**src/fused_lasso_tridiagonal_weights_macros.svh**
```systemverilog
// Assertion helpers for the fused lasso weight block.
`ifndef FUSED_LASSO_TRIDIAGONAL_WEIGHTS_MACROS_SVH
`define FUSED_LASSO_TRIDIAGONAL_WEIGHTS_MACROS_SVH
`ifndef NO_ASSERTIONS
// same-cycle implication
`define FLTW_ASSERT_IMP(label, clk, rst, ante, cons) \
  label: assert property (@(posedge clk) disable iff (rst) (ante) |-> (cons)) \
    else $error("fltw assertion failed");
// next-cycle implication
`define FLTW_ASSERT_NXT(label, clk, rst, ante, cons) \
  label: assert property (@(posedge clk) disable iff (rst) (ante) |=> (cons)) \
    else $error("fltw assertion failed");
`else
`define FLTW_ASSERT_IMP(label, clk, rst, ante, cons)
`define FLTW_ASSERT_NXT(label, clk, rst, ante, cons)
`endif
`endif

```
**src/fltw_pkg.sv**
```systemverilog
`timescale 1ns / 1ps
package fltw_pkg;

  localparam int unsigned DIVW = 48;

  localparam logic [1:0] REG_LAMBDA_LEVEL  = 2'd0;
  localparam logic [1:0] REG_LAMBDA_FUSION = 2'd1;
  localparam logic [1:0] REG_EPSILON       = 2'd2;

  localparam logic KIND_MAIN = 1'b0;
  localparam logic KIND_OFF  = 1'b1;

  localparam logic [47:0] WPOS_MAX = 48'h7FFF_FFFF_FFFF;
  localparam logic [47:0] WNEG_MAG = 48'h8000_0000_0000;
  localparam logic [62:0] SUM_MAX  = 63'h7FFF_FFFF_FFFF_FFFF;

  typedef struct packed {
    logic signed [31:0] coef;
    logic [31:0]        mag;
    logic               fin;
  } item_t;

  typedef enum logic [9:0] {
    ST_IDLE      = 10'b00_0000_0001,
    ST_DIV_OFF   = 10'b00_0000_0010,
    ST_DIV_LEV   = 10'b00_0000_0100,
    ST_TERM_LEV  = 10'b00_0000_1000,
    ST_TERM_OFF  = 10'b00_0001_0000,
    ST_EMIT_OFF  = 10'b00_0010_0000,
    ST_EMIT_MAIN = 10'b00_0100_0000,
    ST_DIV_FIN   = 10'b00_1000_0000,
    ST_TERM_FIN  = 10'b01_0000_0000,
    ST_EMIT_FIN  = 10'b10_0000_0000
  } state_t;

endpackage

```
**src/fltw_front.sv**
```systemverilog
`timescale 1ns / 1ps
module fltw_front (
  input  logic                clk,
  input  logic                rst,
  input  logic                in_valid,
  output logic                in_ready,
  input  logic signed [31:0]  coefficient,
  input  logic                final_element,
  output logic                push,
  output fltw_pkg::item_t     push_item,
  input  logic                full
);

  logic            held;
  fltw_pkg::item_t item;

  assign in_ready  = !held || !full;
  assign push      = held;
  assign push_item = item;

  always_ff @(posedge clk) begin
    if (rst) begin
      held <= 1'b0;
    end else if (in_valid && in_ready) begin
      held <= 1'b1;
    end else if (held && !full) begin
      held <= 1'b0;
    end
  end

  // magnitude taken here so the level divisions and terms use an unsigned operand
  always_ff @(posedge clk) begin
    if (in_valid && in_ready) begin
      item.coef <= coefficient;
      item.mag  <= coefficient[31] ? (~coefficient + 32'd1) : coefficient;
      item.fin  <= final_element;
    end
  end

endmodule

```
**config.mk**
```make
export PLATFORM = sky130hd
export DESIGN_NAME = fltw_front
export DESIGN_NICKNAME = d
export VERILOG_FILES = /design/src/fused_lasso_tridiagonal_weights_macros.svh /design/src/fltw_pkg.sv /design/src/fltw_front.sv
export SDC_FILE = /design/constraint.sdc
export NUM_CORES = 1
export LEC_CHECK = 0
export BUFFER_PORTS_ARGS = -buffer_cell sky130_fd_sc_hd__buf_2
export CAP_MARGIN = 20
export CORE_MARGIN = 8
export CORE_UTILIZATION = 45
export DETAILED_ROUTE_END_ITERATION = 8
export GPL_ROUTABILITY_DRIVEN = 0
export GPL_TIMING_DRIVEN = 0
export PLACE_DENSITY = 0.74
export SLEW_MARGIN = 20
export SYNTH_ARGS = -nofsm -noshare
export SYNTH_HDL_FRONTEND = slang
export SYNTH_SLANG_ARGS = --single-unit
```
**constraint.sdc**
```tcl
create_clock -name clk -period 4.3 [get_ports clk]
set_input_delay 0.86 -clock clk [delete_from_list [all_inputs] [get_ports clk]]
set_output_delay 0.86 -clock clk [all_outputs]
set_load 0.005 [all_outputs]
```
==> results by group, run 1 <==
Synthesis
  – Ys flop type: edfxtp_1
  – Area leader, netlist: edfxtp_1
  – Post-synth ARST share: 0
  – Number of synthesized register bits: between 60 and 70
  – Syn_area_per_cell: approximately 15 um2
  – Synth area leaders: edfxtp_1 70%, xnor2_1 7.6%, o31ai_1 1.6%, nor4_1 1.6%, o41ai_1 1.6%
  – Post-synth EDFFs: 64
  – Top-count cell post-synth: edfxtp_1
  – Synth unique cells: 33
  – Register area share after synthesis: 0.706
  – Net Count, Synth: roughly 220
  – Yosys warns: 0
  – Area share of the largest cell type after synthesis: 0.698
  – Mapped Area: roughly 2800 um2
  – Gate Count Post-Synth: 180
  – Synth cell count leaders: 64 x edfxtp_1, 24 x xnor2_1, 10 x nand2_1

Cells and area
  – Area delta synth->final: 29.5%
  – Final core utilization: 0.602
  – Layout cells sized above 1: 0.420
  – Nets: 334
  – Area of the multi-input gates: slightly below 800 um2
  – Register area: 1940 um2
  – Fill cell count: roughly 490
  – Final antenna diode count: 0

Route
  – Vias: 1932
  – Via density: 5.15
  – Post-DRT Antenna Nets: 0
  – DR DRC count: 0
  – Final wirelength: 6.43 mm
  – DR iter-0 viols: 67
  – Routed WL per cell: 17.1 um
  – DR pass1 iterations: 4

GRT
  – GRT overflow: 0
  – First-pass GRT wire length: 10.3 mm
  – Largest net degree at the start of global routing: 42
  – Met2 layer usage reported by global route: 0.238
  – Vias in the first global route: 2045
  – Met3 usage: 0.0655
  – GR peak layer: met2
  – Total GRT Usage: 0.152
  – Global Route met1 Usage: 0.174
  – Initial antenna violation count: 0

Clock tree
  – Setup bufs post-CTS: 0
  – CTS Buf Count: 9
  – CTS Sinks: 65
  – Worst skew pair latency: 330 ps
  – CTS resizes: 0
  – Post-CTS Hold Buffers: 0
  – Clk slew on worst S/H paths: 60 ps
  – Clk buf depth: 2
  – H-tree depth: 3
  – CTS root buf: clkbuf_8
  – CTS tree: done

Worst setup path
  – Reg2Reg Setup Slack: 2960 ps
  – Critical R2R Capture: push_item[31]
  – Critical R2R Launch: push
  – Worst r2r path cells: 3
  – Crit end category: flop
  – Startpoint types: primary input
  – Crit path kind: primary input to flop
  – WP data required: between 4000 and 5000 ps
  – CP Max Fanout: 9
  – WP data arrival: 2570 ps

Timing
  – RSZ-0062 raised after global routing: false
  – Fin Setup TNS: 0 ps
  – Fin crit share: 0.579
  – Worst Clk Skew: 3.89 ps
  – Final Slew Violations: 0
  – Final Critical Period: about 2500 ps
  – Final Hold Viols: 0
  – Final setup viols: 0
  – Worst rel slew slack: 0.498
  – Worst-Margin Slew: between 700 and 800 ps
  – Fmax: 401 MHz

Run
  – Max-Cap Viols: 0

Placed design
  – HPWL Detailed: 4.86 mm
  – Port-buffer cells: 103

Worst hold path
  – WHS Endpoint: push
  – Hold Crit Class: flop to flop
  – Hold depth: 2
  – Hold wc startpoint: push

Pwr
  – Power density cells: 394 nW/um2
  – Worst IR drop on VDD: ~340 uV
  – Leakage power: 1.37 nW

Die
  – Starting density of the core: 0.465
  – Top-level I/O count: approximately 100
  – Die area: 8870 um2
  – Chip width: about 94 um
  – CORE AREA: 5920 um2
  – Row count: 28
  – Die Height: 94.2 um

Outcome
  – Status: finished clean
-- per-layer routing --
metal | part of all wire | vias to the layer above | wire length, um
met2 | 0.46 | 85 | 2960
met5 | 0 | - | 0
met4 | 0.019 | 0 | 119
met1 | 0.40 | 905 | 2590
li1 | - | 931 | -
met3 | 0.12 | 11 | 751
-- per-stage QoR --
| stage | instance area (um2) | setup slack, ps | hold WS, ps | total power, W | cells |
|---|---|---|---|---|---|
| after global routing | 3560 | 1660 | 555 | 0.00146 | 375 |
| final | 3560 | 1810 | 502 | 0.00140 | 375 |
| after global placement | 3360 | 780 | 485 | 0.000930 | 358 |
| after CTS | 3560 | 1820 | 508 | 0.00142 | 375 |
| after detailed placement | 3380 | 1460 | 491 | 0.000936 | 359 |
| after floorplan | 2750 | 1410 | 497 | 0.000842 | 180 |
-- layout make-up --
cell class | count | area share
Sequential cell | 65 | 0.545
Multi-Input combinational cell | 107 | 0.216
Timing Repair Buffer | 104 | 0.150
Clock buffer | 12 | 0.0379
Tap cell | 75 | 0.0263
Clock inverter | 4 | 0.0123
Buffer | 5 | 0.00843
Inverter | 3 | 0.00316
-- kinds of logic (layout without fill, tap and decap cells) --
| logic type | after synthesis | after routing | share of synthesized area |
|---|---|---|---|
| compound gates | 27 | 27 | 0.0759 |
| xor+xnor | 29 | 29 | 0.0923 |
| fa+ha+maj | 2 | 2 | 0.00909 |
| buf+inv | 8 | 128 | 0.0150 |
| flops | 65 | 65 | 0.706 |
| simple gates | 49 | 49 | 0.102 |
-- cell usage in the layout (no fill, tap or decap), drive strengths merged, types with 2 or more instances in the layout --
cell type / n
inv: 3
and2: 2
o21ai: 8
o41ai: 7
clkbuf: 14
a31oi: 5
or4: 4
xor2: 5
nand2b: 3
or3: 3
nor2: 6
or2: 2
buf: 107
nor3: 6
edfxtp: 64
clkinv: 3
nand2: 10
o31ai: 6
nor4: 7
xnor2: 24
ha: 2
-- power breakdown --
part,internal [W],total [W],switching (W)
Sequential,0.000751,0.000761,0.00000996
Clock,0.000265,0.000485,0.000220
Combinational,0.0000701,0.000158,0.0000877
-- how the worst max path moves through the flow --
stage | startpoint | end | slack (ps) | cells after the start
3_5_place_dp | coefficient[5] | push_item[24] | 1460 | 6
2_1_floorplan | full | push_item[0] | 1410 | 2
5_1_grt | coefficient[3] | push_item[25] | 1660 | 5
3_3_place_gp | full | push_item[54] | 780 | 3
4_1_cts | coefficient[5] | push_item[24] | 1820 | 6
6_report | coefficient[5] | push_item[30] | 1810 | 6
-- worst max-delay path, cell delays in order --
cell,delay [ps]
buf_2,130
or4_4,570
or4_4,530
buf_6,160
o41ai_2,230
xnor2_1,100
-- sequential cells by signal, indices dropped and copies added, names as in the netlist --
name       flops
push           1
push_item     64
(Power assumes the default switching activity.)
==> inputs of run 2 (changes only) <==
CORE_UTILIZATION = 44   (was 45)
PLACE_DENSITY = 0.76   (was 0.74)
clock period = 2.22 ns   (was 4.3 ns; I/O delays follow)
==> run 2 against run 1 <==
  * Total power increased by 94%
  * Critical endpoint is now push_item[25]
  * Worst setup slack worse by 1700 ps
  * Core utilization is 2.9 points lower
  * Final cell count rose by 0.27%
  * Register-to-register slack worse by 2200 ps
  * First-iteration DRC count down 4.5%
  * Final area decreased by 0.18%
  * Combinational power rose by 91%
  * Routed wire length is 2.7% higher
  * Via count down 0.16%
  * Largest cell class unchanged
==> results by group, run 2 (synthesis gave the netlist of run 1 again) <==
Worst setup path
  – CP max-delay cell: nor4_1
  – Crit path largest cell delay: 610 ps
  – Top delay family on crit path: simple AND/OR/NAND/NOR gates
  – Startpoint types: primary input
  – Crit-path cells: buf_2 > nor4_1 > nand2_1 > o41ai_1 > xnor2_1
  – WP data arrival: 2220 ps
  – CP Max Fanout: 9
  – Crit path buffers/inverters: 1
  – Crit path kind: primary input to flop
  – Crit end category: flop
  – WP data required: 2310 ps
  – Reg2Reg Setup Slack: about 740 ps

Cells and area
  – Commonest non-fill, non-tap cell in the layout: buf_2
  – Nets: around 330
  – Layout cells sized above 1: 0.425
  – Most frequent cells in the layout: 103 x buf_2, 64 x edfxtp_1, 24 x xnor2_1
  – Register area: 1940 um2
  – Area of the multi-input gates: roughly 800 um2
  – Fill cell count: 506
  – Final antenna diode count: 0
  – Max reg flops: 64
  – Area delta synth->final: 29.2%

Placed design
  – DP Worst Slack: -248 ps
  – Port-buffer cells: 103
  – HPWL Detailed: 4.78 mm

Timing
  – Worst-Margin Slew: 815 ps
  – Final Hold Viols: 0
  – Worst Slack Setup Final: 88.7 ps
  – Worst Clk Skew: 3.50 ps
  – Fmax: ~470 MHz
  – Fin crit share: 0.960
  – Fin Setup TNS: 0 ps
  – Final Slew Violations: 0
  – RSZ-0062 raised after global routing: false
  – Worst rel slew slack: 0.457
  – Final Critical Period: 2130 ps
  – Final setup viols: 0

Pwr
  – Clock Power Share: 0.348
  – Combinational share of power: 0.111
  – Seq pwr share: 0.541
  – Leakage power: 1.37 nW
  – Overall power: 0.00273 W
  – Worst IR drop on VDD: 462 uV
  – Sw Share: 0.230
  – Power density cells: 767 nW/um2
  – Int Pwr: 0.00210 W
  – Psw: 0.000626 W

Route
  – Vias: around 1900
  – DR pass1 iterations: 4
  – Post-DRT Antenna Nets: 0
  – DR iter-0 viols: 64
  – Via density: 5.13
  – Routed WL per cell: 17.5 um
  – Final wirelength: approximately 6.6 mm
  – DR DRC count: 0

GRT
  – Initial antenna violation count: 0
  – Total GRT Usage: 0.149
  – Vias in the first global route: about 2000
  – First-pass GRT wire length: 10.1 mm
  – GRT overflow: 0
  – Largest net degree at the start of global routing: 65

Clock tree
  – CTS tree: done
  – CTS Buf Count: 9
  – Clk slew on worst S/H paths: 70 ps
  – Clk buf depth: 2
  – CTS root buf: clkbuf_8
  – Worst skew pair latency: approximately 340 ps
  – CTS Sinks: 65
  – H-tree depth: 3

Die
  – Row count: 29
  – Die area: approximately 9000 um2
  – CORE AREA: 6200 um2
  – Chip width: ~95 um
  – Top-level I/O count: about 100
  – Die Height: 95.1 um
  – Starting density of the core: 0.443

Outcome
  – Status: finished clean

Worst hold path
  – Hold Crit Class: primary input to flop

Run
  – Max-Cap Viols: 0
run 2: area by class of cell:
class,count,area share
Sequential cell,65,0.546
Clock inverter,4,0.0123
Tap cell,77,0.0271
Timing Repair Buffer,103,0.145
Clock buffer,12,0.0380
Buffer,5,0.00844
Inverter,3,0.00317
Multi-Input combinational cell,107,0.220
run 2: per-layer routing:
metal	global-route usage	share of wire	vias to the layer above
li1	-	-	927
met3	0.0677	0.11	12
met2	0.248	0.48	87
met4	0.0689	0.019	0
met1	0.158	0.39	903
met5	0	0	-
run 2: worst paths after layout:
kind | from | endpoint | depth (start not counted)
max | coefficient[13] | push_item[25] | 5
min | rst | push | 2
max reg2reg | push | push_item[23] | 2
min reg2reg | push | push | 2
run 2: timing repair:
action | in CTS | in global routing
hold endpoints to repair | 0 | 0
buffers inserted | 0 | 0
gates resized for setup | 0 | 2
endpoints found under the setup margin | 0 | 3
hold buffers | 0 | 0
run 2: power by group through the flow:
stage               clock network, W  logic (W)  registers [W]
floorplan                          0   0.000112        0.00152
global placement                   0   0.000299        0.00150
detailed placement                 0   0.000307        0.00150
CTS                         0.000960   0.000309        0.00148
global route                 0.00101   0.000334        0.00148
finish                      0.000949   0.000302        0.00147
run 2: stage by stage:
stage,hold slack (ps),util,instance area (um2),std cells
after floorplan,497,-,2750,180
after global placement,487,0.542,3360,360
final,250,0.573,3560,376
after detailed placement,505,0.542,3370,360
after global routing,236,0.573,3560,376
after CTS,246,0.571,3540,376
