## src/fused_lasso_tridiagonal_weights_macros.svh

```systemverilog
// Assertion helpers for the fused lasso weight block.
`ifndef FUSED_LASSO_TRIDIAGONAL_WEIGHTS_MACROS_SVH
`define FUSED_LASSO_TRIDIAGONAL_WEIGHTS_MACROS_SVH
`ifndef NO_ASSERTIONS
// same-cycle implication
`define FLTW_ASSERT_IMP(label, clk, rst, ante, cons) \
  label: assert property (@(posedge clk) disable iff (rst) (ante) |-> (cons)) \
    else $error("fltw assertion failed");
// next-cycle implication
`define FLTW_ASSERT_NXT(label, clk, rst, ante, cons) \
  label: assert property (@(posedge clk) disable iff (rst) (ante) |=> (cons)) \
    else $error("fltw assertion failed");
`else
`define FLTW_ASSERT_IMP(label, clk, rst, ante, cons)
`define FLTW_ASSERT_NXT(label, clk, rst, ante, cons)
`endif
`endif

```

## src/fltw_pkg.sv

```systemverilog
`timescale 1ns / 1ps
package fltw_pkg;

  localparam int unsigned DIVW = 48;

  localparam logic [1:0] REG_LAMBDA_LEVEL  = 2'd0;
  localparam logic [1:0] REG_LAMBDA_FUSION = 2'd1;
  localparam logic [1:0] REG_EPSILON       = 2'd2;

  localparam logic KIND_MAIN = 1'b0;
  localparam logic KIND_OFF  = 1'b1;

  localparam logic [47:0] WPOS_MAX = 48'h7FFF_FFFF_FFFF;
  localparam logic [47:0] WNEG_MAG = 48'h8000_0000_0000;
  localparam logic [62:0] SUM_MAX  = 63'h7FFF_FFFF_FFFF_FFFF;

  typedef struct packed {
    logic signed [31:0] coef;
    logic [31:0]        mag;
    logic               fin;
  } item_t;

  typedef enum logic [9:0] {
    ST_IDLE      = 10'b00_0000_0001,
    ST_DIV_OFF   = 10'b00_0000_0010,
    ST_DIV_LEV   = 10'b00_0000_0100,
    ST_TERM_LEV  = 10'b00_0000_1000,
    ST_TERM_OFF  = 10'b00_0001_0000,
    ST_EMIT_OFF  = 10'b00_0010_0000,
    ST_EMIT_MAIN = 10'b00_0100_0000,
    ST_DIV_FIN   = 10'b00_1000_0000,
    ST_TERM_FIN  = 10'b01_0000_0000,
    ST_EMIT_FIN  = 10'b10_0000_0000
  } state_t;

endpackage

```

## src/fltw_fifo.sv

```systemverilog
`timescale 1ns / 1ps
module fltw_fifo (
  input  logic            clk,
  input  logic            rst,
  input  logic            push,
  input  fltw_pkg::item_t push_item,
  output logic            full,
  input  logic            pop,
  output fltw_pkg::item_t pop_item,
  output logic            nonempty
);

  fltw_pkg::item_t mem [2];
  logic            wp;
  logic            rp;
  logic [1:0]      count;
  logic            do_push;
  logic            do_pop;

  assign full     = (count == 2'd2);
  assign nonempty = (count != 2'd0);
  assign do_push  = push && !full;
  assign do_pop   = pop && nonempty;
  assign pop_item = mem[rp];

  always_ff @(posedge clk) begin
    if (rst) begin
      wp    <= 1'b0;
      rp    <= 1'b0;
      count <= 2'd0;
    end else begin
      if (do_push) wp <= ~wp;
      if (do_pop)  rp <= ~rp;
      if (do_push && !do_pop) begin
        count <= count + 2'd1;
      end else if (do_pop && !do_push) begin
        count <= count - 2'd1;
      end
    end
  end

  always_ff @(posedge clk) begin
    if (do_push) mem[wp] <= push_item;
  end

endmodule

```

## config.mk

```make
export PLATFORM = sky130hd
export DESIGN_NAME = fltw_fifo
export DESIGN_NICKNAME = d
export VERILOG_FILES = /design/src/fused_lasso_tridiagonal_weights_macros.svh /design/src/fltw_pkg.sv /design/src/fltw_fifo.sv
export SDC_FILE = /design/constraint.sdc
export NUM_CORES = 1
export LEC_CHECK = 0
export BUFFER_PORTS_ARGS = -buffer_cell sky130_fd_sc_hd__buf_2
export CELL_PAD_IN_SITES_DETAIL_PLACEMENT = 2
export CELL_PAD_IN_SITES_GLOBAL_PLACEMENT = 2
export CORE_MARGIN = 3
export CORE_UTILIZATION = 37
export DETAILED_ROUTE_END_ITERATION = 8
export PLACE_DENSITY_LB_ADDON = 0.1
export SLEW_MARGIN = 20
export SYNTH_ARGS = -nofsm -noshare
export SYNTH_HDL_FRONTEND = slang
export SYNTH_SLANG_ARGS = --single-unit
```

## constraint.sdc

```tcl
create_clock -name clk -period 3 [get_ports clk]
set_clock_uncertainty 0.1 [all_clocks]
set_input_delay 0.6 -clock clk [delete_from_list [all_inputs] [get_ports clk]]
set_output_delay 0.6 -clock clk [all_outputs]
set_load 0.005 [all_outputs]
```

==> results_dict.tcl, run 1 <==
set metrics [dict create \
    end_kind "output port" \
    wl_per_cell_um 18.7 \
    die_area_um2 14700 \
    overflow 0 \
    ioPinCount 136 \
    clock_power_share_pct 32.1 \
    dp_hpwl_um 7100 \
    syn_avg_cell_area_um2 21.6 \
    drcViolationCount 0 \
    yosys.area.top_type "edfxtp_1" \
    area_delta_synth_final_pct 28.6 \
    rsz0062_at_grt "no" \
    combPwrFrac_pct 21.3 \
    fmax_mhz 390 \
    p_int_mw 4.00 \
    period_share_pct 85.4 \
    leakagePower_nw 2.36 \
    clk_path_buf_depth 2 \
    pwr_density_cell_nw_per_um2 851 \
    worst-path-max-fanout 31 \
    ys_seq_elements 135 \
    async_reset_ff_share_pct 0 \
    synth_compound_area_share_pct 0.510 \
    start_util_pct 38.4 \
    cts_resized 0 \
    cts_inserted_buffers 17 \
    cts_root_buffer "clkbuf_16" \
    dieHeight_um 121 \
    synth_fa_ha_area_share_pct 0.255 \
    synthMuxAreaShare_pct 14.9 \
    synth_cells 227 \
    antenna_found_initial 1 \
    cts_htree_levels 4 \
    startpoint_type "register" \
    slew_violations 0 \
    grt_first_pass_wirelength_um 16100 \
    wl_met3_um 709 \
    wl_met1_um 4230 \
    switchingPower_mw 1.36 \
    slew_headroom_pct 69.3 \
    ys.flop_type "edfxtp_1" \
    viasPerCell 4.57 \
    ant_nets 0 \
    ys_warn_count 0 \
    clk_pin_slew_ns 0.05 \
    num_rows 41 \
    finalSetupViolations 0 \
    routed_wl_um 10500 \
    synth.top_cells.by_area "edfxtp_1 80%, mux2_2 15%, dfxtp_1 2.0%" \
    status "completed" \
    vias 2564 \
    port-buffer-count 135 \
    synth_simple_gate_area_share_pct 0.995 \
    cts_tree "done" \
    required_ns 2.30 \
    die_w_um 121 \
    hp-class "in -> reg" \
    ys_types 15 \
    syn_nets 297 \
    p_sw_share_pct 25.4 \
    synth_top_family_by_area "multiplexers" \
    synth-seq-area-share_pct 81.7 \
    dr.max_layer_used "met5" \
    synth_top_area_share_pct 79.6 \
    drt_iter0_drc 119 \
    diodes 0 \
    tightest_slew_ns 0.460 \
    synth_xor_area_share_pct 0.536 \
    grt_max_degree 66 \
    coreArea_um2 12800 \
    hold_viol 0 \
    final_util_pct 49.4 \
    hold_buffers 0 \
    met2_length_um 5410 \
    fin_tns_setup_ns 0 \
    drive_gt1_share_pct 59.6 \
    peakVddDrop_mv 0.383 \
    crit_arrival_ns 1.86 \
    grt_use_total_pct 15.2 \
    syn-cell-area_um2 4900 \
    min_period_ns 2.56 \
    first_global_vias 2873 \
    clock_sinks 135 \
    power_frac_seq_pct 46.7 \
    synth-edff-count 130 \
    critPathKind "reg -> out" \
    place_congestion 0.694 \
    insertion_delay_ns 0.41 \
    cap_violations 0 \
    nNetsFinal 449 \
    firstDrtPassIters 4 \
    cts_setup_buffers 0 \
]
synthesized netlist by cell type (2+ instances only):
| cell type | n |
|---|---|
| nor2_1 | 4 |
| buf_4 | 5 |
| a21oi_1 | 2 |
| o21ai_0 | 3 |
| xor2_1 | 3 |
| or3_1 | 2 |
| inv_1 | 2 |
| mux2_2 | 65 |
| buf_2 | 2 |
| dfxtp_1 | 5 |
| edfxtp_1 | 130 |
cell type report:
class / instances / area [µm²]
fill: 1157 / 6470
sequential: 135 / 4010
multi-input combinational: 83 / 847
timing repair buffer: 140 / 751
clock buffer: 21 / 440
tap: 172 / 215
clock inverter: 8 / 36.3
inverter: 2 / 7.51
path summary, 6_finish.rpt:
check	startpoint	to	slack, ns	cells past startpoint
max	register	pop_item[46]	0.44	3
max reg2reg	count[1]	mem[1][39]	1.20	4
min	push_item[0]	mem[1][0]	0.27	1
min reg2reg	wp	wp	0.40	2
flip-flops by register name, summed over array words and instances (netlist names), named ones only:
signal and flops:
count 2, mem 130, wp 1, rp 1
power groups by stage:
stage / sequential, mW / combinational, mW / clock (mW)
floorplan: 2.47 / 0.702 / 0
global placement: 2.53 / 1.15 / 0
detailed placement: 2.55 / 1.17 / 0
CTS: 2.52 / 1.18 / 1.76
global route: 2.54 / 1.26 / 1.85
finish: 2.50 / 1.14 / 1.72
critical path, stage by stage (launching register included):
cell	delay [ns]
dfxtp_4	0.64
buf_4	0.31
mux2_2	0.37
buf_2	0.13
kinds of logic after synthesis:
group / Yosys count
DFF: 135
muxes: 65
buffers and inverters: 9
and+or+nand+nor: 9
AOI/OAI and AO/OA: 5
xor gates and xnor gates: 3
adders and majority gates: 1
metal layers:
metal	vias to the layer above	global-route usage [%]
li1	1192	-
met4	2	5.95
met5	-	0
met3	17	6.48
met2	90	24.8
met1	1263	17.6
per-stage QoR:
| step | power [mW] | setup slack (ns) | cells | hold WS (ns) | area [µm²] |
|---|---|---|---|---|---|
| 2_1_floorplan | 3.17 | 0.157 | 227 | 0.352 | 4900 |
| 3_5_place_dp | 3.73 | 0.830 | 532 | 0.405 | 5830 |
| 5_1_grt | 5.66 | 0.309 | 561 | 0.250 | 6300 |
| 4_1_cts | 5.46 | 0.372 | 561 | 0.257 | 6300 |
| 6_report | 5.36 | 0.437 | 561 | 0.274 | 6300 |
| 3_3_place_gp | 3.67 | 0.880 | 532 | 0.375 | 5830 |
placed cells by master, fill, tap and decap left out, types with 2 or more instances in the layout:
cell type,instances
buf_4,2
o21ai_0,3
buf_2,135
nor2_1,4
clkinv_2,5
xor2_1,3
clkbuf_1,4
buf_12,3
mux2_2,65
edfxtp_1,130
or3_1,2
clkinv_1,3
dfxtp_1,4
a21oi_1,2
clkbuf_16,17
Power figures use the tool's default switching activity.
==> run 2: changes to the inputs <==
--- a/config.mk
+++ b/config.mk
@@ -6,10 +6,10 @@
 export NUM_CORES = 1
 export LEC_CHECK = 0
 export BUFFER_PORTS_ARGS = -buffer_cell sky130_fd_sc_hd__buf_2
-export CELL_PAD_IN_SITES_DETAIL_PLACEMENT = 2
-export CELL_PAD_IN_SITES_GLOBAL_PLACEMENT = 2
+export CELL_PAD_IN_SITES_DETAIL_PLACEMENT = 0
+export CELL_PAD_IN_SITES_GLOBAL_PLACEMENT = 1
 export CORE_MARGIN = 3
-export CORE_UTILIZATION = 37
+export CORE_UTILIZATION = 40
 export DETAILED_ROUTE_END_ITERATION = 8
 export PLACE_DENSITY_LB_ADDON = 0.1
 export SLEW_MARGIN = 20
==> run 2 against run 1 <==
Sequential power is 3% lower. Core utilization is 5.3 points higher. Flip-flop and latch count stayed put. Clock power is 25% higher. Via count is 2.3% lower. Die area is 7.1% lower. Power is 6.9% higher. Count of clock-buffer cells in the layout is 3 higher. Critical path type unchanged. Critical endpoint is now pop_item[22].
==> results_dict.tcl, run 2 (synthesized netlist as in run 1, its figures left out) <==
set metrics [dict create \
    fin_tns_setup_ns 0 \
    dp_cells 502 \
    ioPinCount 136 \
    port-buffer-count 135 \
    nFillCells 962 \
    ant_nets 0 \
    coreArea_um2 11700 \
    dieHeight_um 117 \
    pre_cts_slack_ns 0.910 \
    required_ns 2.30 \
    power_frac_seq_pct 42.4 \
    hold_buffers 0 \
    end_kind "output port" \
    status "completed" \
    tightest_slew_ns 0.489 \
    firstDrtPassIters 5 \
    viasPerCell 4.69 \
    die_area_um2 13600 \
    peakVddDrop_mv 0.490 \
    min-delay-start "push_item[48]" \
    p_sw_share_pct 23.0 \
    cts_htree_levels 4 \
    hold_viol 0 \
    final_cell_mix "135 x buf_2, 130 x edfxtp_1, 65 x mux2_2" \
    critPathKind "reg -> out" \
    clock_sinks 135 \
    area_delta_synth_final_pct 30.4 \
    fmax_mhz 433 \
    diodes 0 \
    num_rows 39 \
    final_cell_count_no_fill 534 \
    reg_top3 "mem: 130 flops, count: 2 flops" \
    switchingPower_mw 1.32 \
    cts_tree "done" \
    clock_power_share_pct 37.4 \
    cap_violations 0 \
    grt_max_degree 66 \
    cts_root_buffer "clkbuf_16" \
    crit_slowest_cell "mux2_2" \
    slew_violations 0 \
    pwr_density_cell_nw_per_um2 897 \
    grt_first_pass_wirelength_um 12800 \
    wl_per_cell_um 16.2 \
    p_int_mw 4.42 \
    slew_headroom_pct 67.4 \
    cts_resized 0 \
    dp_hpwl_um 5560 \
    overflow 0 \
    worst-path-max-fanout 65 \
    path_cells "buf_12, mux2_2, buf_2" \
    crit_arrival_ns 1.61 \
    place_congestion 0.691 \
    insertion_delay_ns 0.40 \
    hp-class "in -> reg" \
    largest-register "mem" \
    finalSetupViolations 0 \
    drive_gt1_share_pct 60.6 \
    grt_use_total_pct 12.8 \
    cts_setup_buffers 0 \
    startpoint_type "register" \
    period_share_pct 76.9 \
    seqCellArea_um2 4010 \
    largest_reg_flops 130 \
    min_period_ns 2.31 \
    critical-path-top-delay-family "buffers and inverters" \
    die_w_um 117 \
    rrSetupSlack_ns 1.16 \
    multi_input_area_um2 847 \
    clk_path_buf_depth 2 \
    clk_pin_slew_ns 0.06 \
    antenna_found_initial 0 \
    final_common_cell "buf_2" \
    leakagePower_nw 2.41 \
    routed_wl_um 8640 \
    rsz0062_at_grt "no" \
    start_util_pct 41.9 \
    cp_slowest_stage_delay_ns 0.40 \
    drcViolationCount 0 \
    nNetsFinal 448 \
    crit_buf_inv 2 \
    vias 2506 \
    first_global_vias 2514 \
    cts_inserted_buffers 17 \
    regToRegStartpoint "count[0]" \
    drt_iter0_drc 105 \
    setup_ws_ns 0.692 \
    combPwrFrac_pct 20.2 \
]
[run 2: cell types whose count changed in the layout (fill, tap and decap cells not counted)]
cell and delta:
buf_12 -1, bufinv_16 +4, clkbuf_8 +3, clkinv_1 -3, clkinv_2 -3, clkinvlp_4 +2, dfxtp_2 +1, dfxtp_4 -1
[run 2: final timing paths]
path,to,cells past startpoint
min,mem[1][48],1
max,pop_item[22],3
max reg2reg,mem[1][53],4
min reg2reg,wp,2
[run 2: layer usage]
metal | GRT usage (%) | vias to the layer above | wire [µm]
met5 | 0 | - | 0
met4 | 5.96 | 0 | 128
met3 | 4.56 | 11 | 602
met2 | 19.4 | 93 | 4060
met1 | 16.6 | 1204 | 3840
li1 | - | 1198 | -
[run 2: power by group through the flow]
stage / Sequential [mW] / Clock, mW / Combinational (mW)
floorplan: 2.47 / 0 / 0.702
global placement: 2.46 / 0 / 1.19
detailed placement: 2.47 / 0 / 1.19
CTS: 2.44 / 2.20 / 1.20
global route: 2.46 / 2.28 / 1.27
finish: 2.43 / 2.15 / 1.16
[run 2: worst reg2reg max path: stages, from the launching register on]
cell     delay, ns
dfxtp_1       0.43
nor2b_2       0.09
nor2_1        0.15
and2_4        0.45
buf_12        0.31
[run 2: final cells by class]
type	count	area share (%)
Tap cell	143	2.80
Clock inverter	8	2.27
Clock buffer	24	7.53
Timing Repair Buffer	139	11.4
Sequential cell	135	62.6
Inverter	2	0.117
Multi-Input combinational cell	83	13.2
[run 2: metrics by stage]
step | total power [mW] | area, µm² | hold WS (ns) | util [%]
finish | 5.74 | 6400 | 0.285 | 54.6
global placement | 3.65 | 5770 | 0.378 | 49.3
global route | 6.01 | 6400 | 0.261 | 54.6
detailed placement | 3.66 | 5770 | 0.393 | 49.3
floorplan | 3.17 | 4900 | 0.352 | -
CTS | 5.83 | 6400 | 0.263 | 54.6
