File: src/fused_lasso_tridiagonal_weights_macros.svh
// Assertion helpers for the fused lasso weight block.
`ifndef FUSED_LASSO_TRIDIAGONAL_WEIGHTS_MACROS_SVH
`define FUSED_LASSO_TRIDIAGONAL_WEIGHTS_MACROS_SVH
`ifndef NO_ASSERTIONS
// same-cycle implication
`define FLTW_ASSERT_IMP(label, clk, rst, ante, cons) \
  label: assert property (@(posedge clk) disable iff (rst) (ante) |-> (cons)) \
    else $error("fltw assertion failed");
// next-cycle implication
`define FLTW_ASSERT_NXT(label, clk, rst, ante, cons) \
  label: assert property (@(posedge clk) disable iff (rst) (ante) |=> (cons)) \
    else $error("fltw assertion failed");
`else
`define FLTW_ASSERT_IMP(label, clk, rst, ante, cons)
`define FLTW_ASSERT_NXT(label, clk, rst, ante, cons)
`endif
`endif

File: src/fltw_pkg.sv
`timescale 1ns / 1ps
package fltw_pkg;

  localparam int unsigned DIVW = 48;

  localparam logic [1:0] REG_LAMBDA_LEVEL  = 2'd0;
  localparam logic [1:0] REG_LAMBDA_FUSION = 2'd1;
  localparam logic [1:0] REG_EPSILON       = 2'd2;

  localparam logic KIND_MAIN = 1'b0;
  localparam logic KIND_OFF  = 1'b1;

  localparam logic [47:0] WPOS_MAX = 48'h7FFF_FFFF_FFFF;
  localparam logic [47:0] WNEG_MAG = 48'h8000_0000_0000;
  localparam logic [62:0] SUM_MAX  = 63'h7FFF_FFFF_FFFF_FFFF;

  typedef struct packed {
    logic signed [31:0] coef;
    logic [31:0]        mag;
    logic               fin;
  } item_t;

  typedef enum logic [9:0] {
    ST_IDLE      = 10'b00_0000_0001,
    ST_DIV_OFF   = 10'b00_0000_0010,
    ST_DIV_LEV   = 10'b00_0000_0100,
    ST_TERM_LEV  = 10'b00_0000_1000,
    ST_TERM_OFF  = 10'b00_0001_0000,
    ST_EMIT_OFF  = 10'b00_0010_0000,
    ST_EMIT_MAIN = 10'b00_0100_0000,
    ST_DIV_FIN   = 10'b00_1000_0000,
    ST_TERM_FIN  = 10'b01_0000_0000,
    ST_EMIT_FIN  = 10'b10_0000_0000
  } state_t;

endpackage

File: src/fltw_div.sv
`timescale 1ns / 1ps
module fltw_div (
  input  logic        clk,
  input  logic        rst,
  input  logic        start,
  input  logic [47:0] dividend,
  input  logic [32:0] divisor,
  output logic        done,
  output logic [47:0] quotient
);

  logic        busy;
  logic [5:0]  cnt;
  logic [32:0] rem;
  logic [47:0] dvd;
  logic [32:0] dsr;
  logic [33:0] trial;
  logic        ge;

  // restoring, one quotient bit a cycle; zero divisor yields all ones
  assign trial    = {rem, dvd[47]};
  assign ge       = trial >= {1'b0, dsr};
  assign quotient = dvd;

  always_ff @(posedge clk) begin
    if (rst) begin
      busy <= 1'b0;
      done <= 1'b0;
      cnt  <= '0;
    end else begin
      done <= 1'b0;
      if (start) begin
        busy <= 1'b1;
        cnt  <= 6'(fltw_pkg::DIVW);
      end else if (busy) begin
        cnt <= cnt - 6'd1;
        if (cnt == 6'd1) begin
          busy <= 1'b0;
          done <= 1'b1;
        end
      end
    end
  end

  always_ff @(posedge clk) begin
    if (start) begin
      rem <= '0;
      dvd <= dividend;
      dsr <= divisor;
    end else if (busy) begin
      rem <= ge ? 33'(trial - {1'b0, dsr}) : trial[32:0];
      dvd <= {dvd[46:0], ge};
    end
  end

endmodule

File: src/fltw_back.sv
`timescale 1ns / 1ps
`include "fused_lasso_tridiagonal_weights_macros.svh"
module fltw_back #(
  parameter int MAX_LENGTH = 4096
) (
  input  logic               clk,
  input  logic               rst,
  input  logic [31:0]        lambda_level,
  input  logic [31:0]        lambda_fusion,
  input  logic [15:0]        epsilon,
  input  logic               q_nonempty,
  input  fltw_pkg::item_t    q_item,
  output logic               q_pop,
  output logic               out_valid,
  input  logic               out_ready,
  output logic               weight_kind,
  output logic [11:0]        position,
  output logic signed [47:0] weight_value,
  output logic [62:0]        penalty_sum,
  output logic               run_end
);

  localparam int IDXW = (MAX_LENGTH > 1) ? $clog2(MAX_LENGTH) : 1;

  fltw_pkg::state_t st;

  logic signed [31:0] a;
  logic [31:0]        amag;
  logic [31:0]        bcoef;
  logic [31:0]        bmag;
  logic               fin;
  logic [31:0]        ad;
  logic [47:0]        offmag;
  logic [47:0]        lev;
  logic signed [47:0] prev_off;
  logic [IDXW-1:0]    idx;
  logic               have_prev;
  logic [62:0]        acc;

  logic               dstarted;
  logic               div_start;
  logic               div_done;
  logic [47:0]        div_q;
  logic [47:0]        div_dvd;
  logic [32:0]        div_dsr;
  logic [47:0]        q_lev;
  logic [47:0]        q_off;

  logic [31:0]        tx;
  logic [47:0]        tw;
  logic [3:0]         tcnt;
  logic [31:0]        mul_a;
  logic [31:0]        mul_b;
  logic [63:0]        prod;
  logic [47:0]        tq;
  logic [79:0]        thi;
  logic [63:0]        tlo;
  logic [62:0]        tterm;
  logic [62:0]        hisat;
  logic [63:0]        tsum;
  logic [63:0]        asum;
  logic               term_last;

  logic [32:0]        diff;
  logic [32:0]        diff_abs;
  logic               out_free;
  logic               emit_now;
  logic [49:0]        mw_mid;
  logic [49:0]        mw_fin;
  logic [IDXW-1:0]    idx_next;

  assign out_free  = !out_valid || out_ready;
  assign emit_now  = out_free && ((st == fltw_pkg::ST_EMIT_OFF) ||
                     (st == fltw_pkg::ST_EMIT_MAIN) || (st == fltw_pkg::ST_EMIT_FIN));
  assign q_pop     = (st == fltw_pkg::ST_IDLE) && q_nonempty;
  assign term_last = (tcnt == 4'd8);

  assign diff     = {q_item.coef[31], q_item.coef} - {a[31], a};
  assign diff_abs = diff[32] ? (~diff + 33'd1) : diff;

  assign idx_next = (idx == IDXW'(MAX_LENGTH - 1)) ? '0 : idx + 1'b1;

  // ---- shared divider
  always_comb begin
    div_dvd = {lambda_level, 16'd0};
    div_dsr = {1'b0, bmag} + 33'(epsilon);
    case (st)
      fltw_pkg::ST_DIV_OFF: begin
        div_dvd = {lambda_fusion, 16'd0};
        div_dsr = {1'b0, ad} + 33'(epsilon);
      end
      fltw_pkg::ST_DIV_LEV: div_dsr = {1'b0, amag} + 33'(epsilon);
      default: ;
    endcase
  end

  assign div_start = !dstarted && ((st == fltw_pkg::ST_DIV_OFF) ||
                     (st == fltw_pkg::ST_DIV_LEV) || (st == fltw_pkg::ST_DIV_FIN));
  assign q_lev = (div_q > fltw_pkg::WPOS_MAX) ? fltw_pkg::WPOS_MAX : div_q;
  assign q_off = (div_q > fltw_pkg::WNEG_MAG) ? fltw_pkg::WNEG_MAG : div_q;

  fltw_div u_div (
    .clk      (clk),
    .rst      (rst),
    .start    (div_start),
    .dividend (div_dvd),
    .divisor  (div_dsr),
    .done     (div_done),
    .quotient (div_q)
  );

  // ---- term engine: w * (x*x >> 16) >> 16 through one 32x32 multiplier
  always_comb begin
    mul_a = '0;
    mul_b = '0;
    case (tcnt)
      4'd0: begin mul_a = tx;                mul_b = tx;                end
      4'd2: begin mul_a = tw[47:16];         mul_b = tq[31:0];          end
      4'd3: begin mul_a = tw[47:16];         mul_b = {16'd0, tq[47:32]}; end
      4'd4: begin mul_a = {16'd0, tw[15:0]}; mul_b = tq[31:0];          end
      4'd5: begin mul_a = {16'd0, tw[15:0]}; mul_b = {16'd0, tq[47:32]}; end
      default: ;
    endcase
  end

  assign hisat = (thi > 80'(fltw_pkg::SUM_MAX)) ? fltw_pkg::SUM_MAX : thi[62:0];
  assign tsum  = {1'b0, hisat} + {16'd0, tlo[63:16]};
  assign asum  = {1'b0, acc} + {1'b0, tterm};

  always_ff @(posedge clk) begin
    prod <= mul_a * mul_b;
    case (tcnt)
      4'd1: tq  <= prod[63:16];
      4'd3: thi <= 80'(prod);
      4'd4: thi <= thi + (80'(prod) << 32);
      4'd5: tlo <= prod;
      4'd6: tlo <= tlo + (prod << 32);
      4'd7: tterm <= (tsum > 64'(fltw_pkg::SUM_MAX)) ? fltw_pkg::SUM_MAX : tsum[62:0];
      default: ;
    endcase
  end

  // main weights, never negative, clipped at the top
  assign mw_mid = {2'b00, lev} - {{2{prev_off[47]}}, prev_off} + {2'b00, offmag};
  assign mw_fin = {2'b00, lev} - {{2{prev_off[47]}}, prev_off};

  // ---- sequencer
  always_ff @(posedge clk) begin
    if (rst) begin
      st        <= fltw_pkg::ST_IDLE;
      dstarted  <= 1'b0;
      tcnt      <= '0;
      have_prev <= 1'b0;
      idx       <= '0;
      acc       <= '0;
      prev_off  <= '0;
      a         <= '0;
      amag      <= '0;
      out_valid <= 1'b0;
    end else begin
      if (out_ready && !emit_now) out_valid <= 1'b0;
      if (div_start) dstarted <= 1'b1;
      if ((st == fltw_pkg::ST_TERM_LEV) || (st == fltw_pkg::ST_TERM_OFF) ||
          (st == fltw_pkg::ST_TERM_FIN)) begin
        tcnt <= term_last ? 4'd0 : tcnt + 4'd1;
        if (term_last) acc <= (asum > 64'(fltw_pkg::SUM_MAX)) ? fltw_pkg::SUM_MAX
                                                               : asum[62:0];
      end
      case (st)
        fltw_pkg::ST_IDLE: begin
          if (q_nonempty) begin
            bcoef <= q_item.coef;
            bmag  <= q_item.mag;
            fin   <= q_item.fin;
            ad    <= diff_abs[31:0];
            if (have_prev) begin
              st <= fltw_pkg::ST_DIV_OFF;
            end else begin
              prev_off <= '0;
              if (q_item.fin) begin
                st <= fltw_pkg::ST_DIV_FIN;
              end else begin
                a         <= q_item.coef;
                amag      <= q_item.mag;
                have_prev <= 1'b1;
              end
            end
          end
        end
        fltw_pkg::ST_DIV_OFF: begin
          if (div_done) begin
            offmag   <= q_off;
            dstarted <= 1'b0;
            st       <= fltw_pkg::ST_DIV_LEV;
          end
        end
        fltw_pkg::ST_DIV_LEV: begin
          if (div_done) begin
            lev      <= q_lev;
            tw       <= q_lev;
            tx       <= amag;
            dstarted <= 1'b0;
            st       <= fltw_pkg::ST_TERM_LEV;
          end
        end
        fltw_pkg::ST_TERM_LEV: begin
          if (term_last) begin
            tw <= offmag;
            tx <= ad;
            st <= fltw_pkg::ST_TERM_OFF;
          end
        end
        fltw_pkg::ST_TERM_OFF: begin
          if (term_last) st <= fltw_pkg::ST_EMIT_OFF;
        end
        fltw_pkg::ST_EMIT_OFF: begin
          if (out_free) begin
            out_valid    <= 1'b1;
            weight_kind  <= fltw_pkg::KIND_OFF;
            position     <= 12'(idx);
            weight_value <= -offmag;
            penalty_sum  <= acc;
            run_end      <= 1'b0;
            st           <= fltw_pkg::ST_EMIT_MAIN;
          end
        end
        fltw_pkg::ST_EMIT_MAIN: begin
          if (out_free) begin
            out_valid    <= 1'b1;
            weight_kind  <= fltw_pkg::KIND_MAIN;
            position     <= 12'(idx);
            weight_value <= (mw_mid > 50'(fltw_pkg::WPOS_MAX)) ? fltw_pkg::WPOS_MAX
                                                                 : mw_mid[47:0];
            penalty_sum  <= acc;
            run_end      <= 1'b0;
            prev_off     <= -offmag;
            idx          <= idx_next;
            if (fin) begin
              st <= fltw_pkg::ST_DIV_FIN;
            end else begin
              a    <= bcoef;
              amag <= bmag;
              st   <= fltw_pkg::ST_IDLE;
            end
          end
        end
        fltw_pkg::ST_DIV_FIN: begin
          if (div_done) begin
            lev      <= q_lev;
            tw       <= q_lev;
            tx       <= bmag;
            dstarted <= 1'b0;
            st       <= fltw_pkg::ST_TERM_FIN;
          end
        end
        fltw_pkg::ST_TERM_FIN: begin
          if (term_last) st <= fltw_pkg::ST_EMIT_FIN;
        end
        fltw_pkg::ST_EMIT_FIN: begin
          if (out_free) begin
            out_valid    <= 1'b1;
            weight_kind  <= fltw_pkg::KIND_MAIN;
            position     <= 12'(idx);
            weight_value <= (mw_fin > 50'(fltw_pkg::WPOS_MAX)) ? fltw_pkg::WPOS_MAX
                                                                 : mw_fin[47:0];
            penalty_sum  <= acc;
            run_end      <= 1'b1;
            // run state back to zero for the next vector
            a            <= '0;
            amag         <= '0;
            prev_off     <= '0;
            idx          <= '0;
            have_prev    <= 1'b0;
            acc          <= '0;
            st           <= fltw_pkg::ST_IDLE;
          end
        end
        default: st <= fltw_pkg::ST_IDLE;
      endcase
    end
  end

  `FLTW_ASSERT_IMP(a_end_is_main, clk, rst, out_valid && run_end,
                   weight_kind == fltw_pkg::KIND_MAIN)
  `FLTW_ASSERT_IMP(a_main_nonneg, clk, rst,
                   out_valid && (weight_kind == fltw_pkg::KIND_MAIN), !weight_value[47])
  `FLTW_ASSERT_IMP(a_off_nonpos, clk, rst,
                   out_valid && (weight_kind == fltw_pkg::KIND_OFF),
                   weight_value[47] || (weight_value == '0))
  `FLTW_ASSERT_NXT(a_run_cleared, clk, rst,
                   (st == fltw_pkg::ST_EMIT_FIN) && out_free,
                   (acc == '0) && !have_prev && (idx == '0))

endmodule

File: config.mk
export PLATFORM = sky130hd
export DESIGN_NAME = fltw_back
export DESIGN_NICKNAME = d
export VERILOG_FILES = /design/src/fltw_pkg.sv /design/src/fltw_div.sv /design/src/fltw_back.sv
export VERILOG_INCLUDE_DIRS = /design/src /design/src/src
export SDC_FILE = /design/constraint.sdc
export NUM_CORES = 2
export LEC_CHECK = 0
export BUFFER_PORTS_ARGS = -buffer_cell sky130_fd_sc_hd__buf_4
export CAP_MARGIN = 0
export CORE_MARGIN = 3
export CORE_UTILIZATION = 54
export CTS_CLUSTER_SIZE = 40
export DETAILED_ROUTE_END_ITERATION = 10
export PLACE_DENSITY_LB_ADDON = 0.2
export SLEW_MARGIN = 0
export SYNTH_ARGS = -nofsm -noshare
export SYNTH_HDL_FRONTEND = slang
export SYNTH_SLANG_ARGS = --single-unit
File: constraint.sdc
create_clock -name clk -period 13.1 [get_ports clk]
set_clock_uncertainty 0.15 [all_clocks]
set_input_delay 0.655 -clock clk [delete_from_list [all_inputs] [get_ports clk]]
set_output_delay 0.655 -clock clk [all_outputs]
set_load 0.01 [all_outputs]
==> results.md <==
Run status:
- The run finished with clean final reports.

Worst setup path:
- The endpoint identified for the worst register-to-register timing path is prod[61].
- The critical path startpoint is tcnt[0].
- Measured in cells, the most critical reg-to-reg path has a length of 37.
- The worst-path cell with the longest stage delay is nor2_4.
- The path type of the worst setup path is register to register.
- For this run, the slowest stage of the critical path takes 0.91 ns.
- The critical path data arrival time is 11.86 ns.
- The setup check on the worst reg-to-reg path leaves a slack of 1.75 ns.
- STA classifies the critical path startpoint as a register.
- The worst register-to-register path begins at tcnt[0].
- The endpoint type of the worst setup path is a register.
- Of all nets on the critical path, the largest fanout is 48.
- The data required time at the worst endpoint is 13.61 ns.

Clock network:
- The clock latency of the later-clocked register in the worst-skew pair is 0.78 ns.
- The level count of the clock H-tree is 3.
- The longest clock path from root to sink contains 3 buffers.
- CTS placed an instance of clkbuf_16 at the clock tree root.
- After clock tree synthesis, the setup repair step added 0 buffers.
- In this run, post-CTS repair resized a total of 0 instances.
- After clock tree synthesis, the clock-pin slew on the worst setup and hold paths is 0.07 ns.
- Clock tree synthesis found a total of 1027 sinks.
- The number of buffers inserted by hold repair at cts is 66.
- TritonCTS created 115 clock buffers.
- The CTS tree is built.

Timing:
- For the pin with the worst max-slew slack, the measured transition is 1.35 ns.
- The smallest clock period supported by the final layout is computed as 11.35 ns.
- The final number of max-transition violations came to 0.
- The final number of hold-violating endpoints is 0.
- Setup repair after global routing left no endpoint under its margin.
- The maximum clock rate is 88.1 MHz.
- Setup violations remaining at the end of the flow were counted as 0.
- The worst path uses 86.6% of the clock period.
- The worst pin sits at a relative slew slack of 8.99%.
- The post-layout worst setup margin is 1.75 ns.
- The setup total negative slack is 0 ns.
- The worst hold margin is 0.104 ns.

Cells and area:
- The final layout contains 11886 nets.
- The most common library cell in the layout ignoring fill and taps is nand2_1.
- Leaving out fill and tap cells, the most frequent cells in the layout are nand2_1, inv_1, nor2_1.
- Cells fill 59.9% of the core in the end.
- Summing all multi-input logic gate instances after layout gives 59200 sq um.
- The layout has 14688 filler cells.
- Of the cells placed in the final design, the portion with a size suffix greater than 1 is 7.78%.
- From synthesis to final layout, the design area changed by 9.63%.
- The sequential cells in the finished layout cover a total of 27700 sq um.

GRT:
- The via count of the first global-routing pass is 75419.
- The global routing usage summed across all routing layers is 32.9%.
- The wire length of the first global-routing pass is 452 mm.
- The total overflow left after global routing is 0.
- The number of antenna violations at the first check in global routing is 16.
- The largest net degree at the start of global routing is 111.

Yosys:
- The synthesized netlist occupies a cell area of 93100 sq um.
- The synthesized design contains 718 enable-type register cells.
- Among all flip-flop cells after synthesis, the most frequent one is edfxtp_1.
- After synthesis, flip-flops and latches occupy 29.8% of the total area.
- The per-instance average area after synthesis is 9.24 sq um.
- Counting every instance in the synthesized netlist gives 10081.
- The number of different library cells in the post-synthesis netlist is 92.
- The number of nets produced by synthesis is 11774.
- The async set-reset flop share out of synthesis is 0%.
- The synthesis warning total is 0.
- The post-synthesis sequential element count is 1027.

Floorplanning:
- The chip height is 421 microns.
- 276 I/O pins were placed.
- The total core area is 170000 sq um.
- In this run the horizontal extent of the chip is 421 microns.
- The die covers 177000 sq um.
- The site row count is 151.
- Once the floorplan was initialized, standard cells occupied 54.6% of the core.

Route:
- The violation count after the first detailed-routing iteration is 7290.
- Dividing the detail-routed wire length by the instance count gives 23.6 microns.
- The via density per instance is 6.04.
- The count of unresolved DRC violations after routing is 0.
- The first detailed-routing pass ran for 6 iterations.
- The count of nets left with antenna violations after detail routing is 0.
- The via total after detailed routing is 76108.
- The detailed-route wire length is 297 mm.

Pwr:
- The overall power is 19600 uW.
- In this run the static leakage power is 0.0443 uW.
- The worst IR drop on VDD is 0.365 mV.
- The power density over cell area is 192 nW/um^2.

Min path:
- The type of the worst min-delay path is input pin to register.
- The path with the worst hold slack has its endpoint at u_div.quotient[41].
- Along the worst hold path, the cell count comes to 3.
- The startpoint of the most critical hold path is lambda_level[25].

Run:
- The reported max-cap violation count is 0.

Placed design:
- The port buffer count is 275.
- The routability congestion estimate from global placement is 0.999.
- The placement-stage worst setup slack is 1.97 ns.
- Summed over all nets, the half-perimeter wirelength after detailed placement is 227 mm.
## synthesized netlist by cell type (all sizes together), types with 102 or more instances
| cell | n | share of area [%] |
|---|---|---|
| o21ai | 431 | 2.3 |
| inv | 1180 | 4.8 |
| xor2 | 182 | 1.7 |
| and2 | 162 | 1.1 |
| nor3 | 102 | 0.56 |
| a22oi | 129 | 1.0 |
| a21o | 245 | 2.0 |
| xnor2 | 296 | 2.8 |
| nor2 | 985 | 4.0 |
| dfxtp | 309 | 6.6 |
| edfxtp | 718 | 23 |
| fa | 905 | 19 |
| a21oi | 585 | 3.1 |
| nand2 | 1205 | 4.9 |
| nand2b | 122 | 0.83 |
| ha | 639 | 8.6 |
| clkbuf | 454 | 1.8 |
| nand3 | 208 | 1.1 |
## layout make-up
type | instances | area share, %
Inverter | 1181 | 4.34
Clock buffer | 146 | 3.07
Multi-Input combinational cell | 7374 | 58.0
Clock inverter | 72 | 0.740
Antenna cell | 3 | 0.00735
Tap cell | 2295 | 2.81
Sequential cell | 1027 | 27.2
Timing Repair Buffer | 494 | 3.80
## layer usage
layer	GRT usage [%]	vias to the layer above	routed length, microns
met5	0	-	39
met4	15.1	6	16900
met3	6.68	764	26800
met2	53.2	3441	137000
met1	42.8	37578	116000
li1	-	34319	-
## cells by family after synthesis
logic type      count (synthesis)  synth area share [%]
flops                        1027                  29.8
other cells                     1               0.00403
compound gates               2023                  14.0
mux                           114                  1.29
fa+ha+maj                    1544                  28.0
xor+xnor                      478                  4.50
simple gates                 3214                  15.5
buf+inv                      1680                  6.80
## metrics by stage
step,std cells,cell area [sq um]
3_5_place_dp,12305,97500
2_1_floorplan,10081,93100
4_1_cts,12589,102000
6_report,12592,102000
5_1_grt,12589,102000
3_3_place_gp,12305,97500
## power by group
group	internal, uW	total (uW)	leakage [uW]	switching [uW]
Clock	1910	3340	0.00188	1430
Combinational	4510	11600	0.0334	7110
Sequential	4180	4640	0.00903	459
## critical path, delay by kind of cell (launching register included)
| kind | cells | cell delay, ns |
|---|---|---|
| AOI/OAI and AO/OA | 10 | 2.73 |
| adders and majority gates | 10 | 4.68 |
| buffers and inverters | 10 | 1.01 |
| DFF | 1 | 0.37 |
| muxes | 1 | 0.17 |
| and+or+nand+nor | 6 | 2.09 |
## how the worst max path moves through the flow
stage / to / slack [ns] / cells past startpoint
detailed placement: prod[61] / 1.97 / 37
global placement: prod[61] / 2.18 / 37
floorplan: prod[62] / 3.77 / 32
CTS: prod[61] / 1.95 / 37
global route: prod[61] / 1.38 / 37
finish: prod[61] / 1.75 / 37
## state kept, by name, indices dropped and copies added (netlist names), 33 cells and up, named ones only
register / cells
u_div.dsr: 33
tterm: 63
thi: 80
offmag: 48
tw: 48
acc: 63
weight_value: 48
prev_off: 48
tlo: 48
u_div.rem: 33
lev: 48
u_div.quotient: 48
prod: 64
tq: 48
penalty_sum: 63
Note: power is estimated with default switching activity, not from simulation.
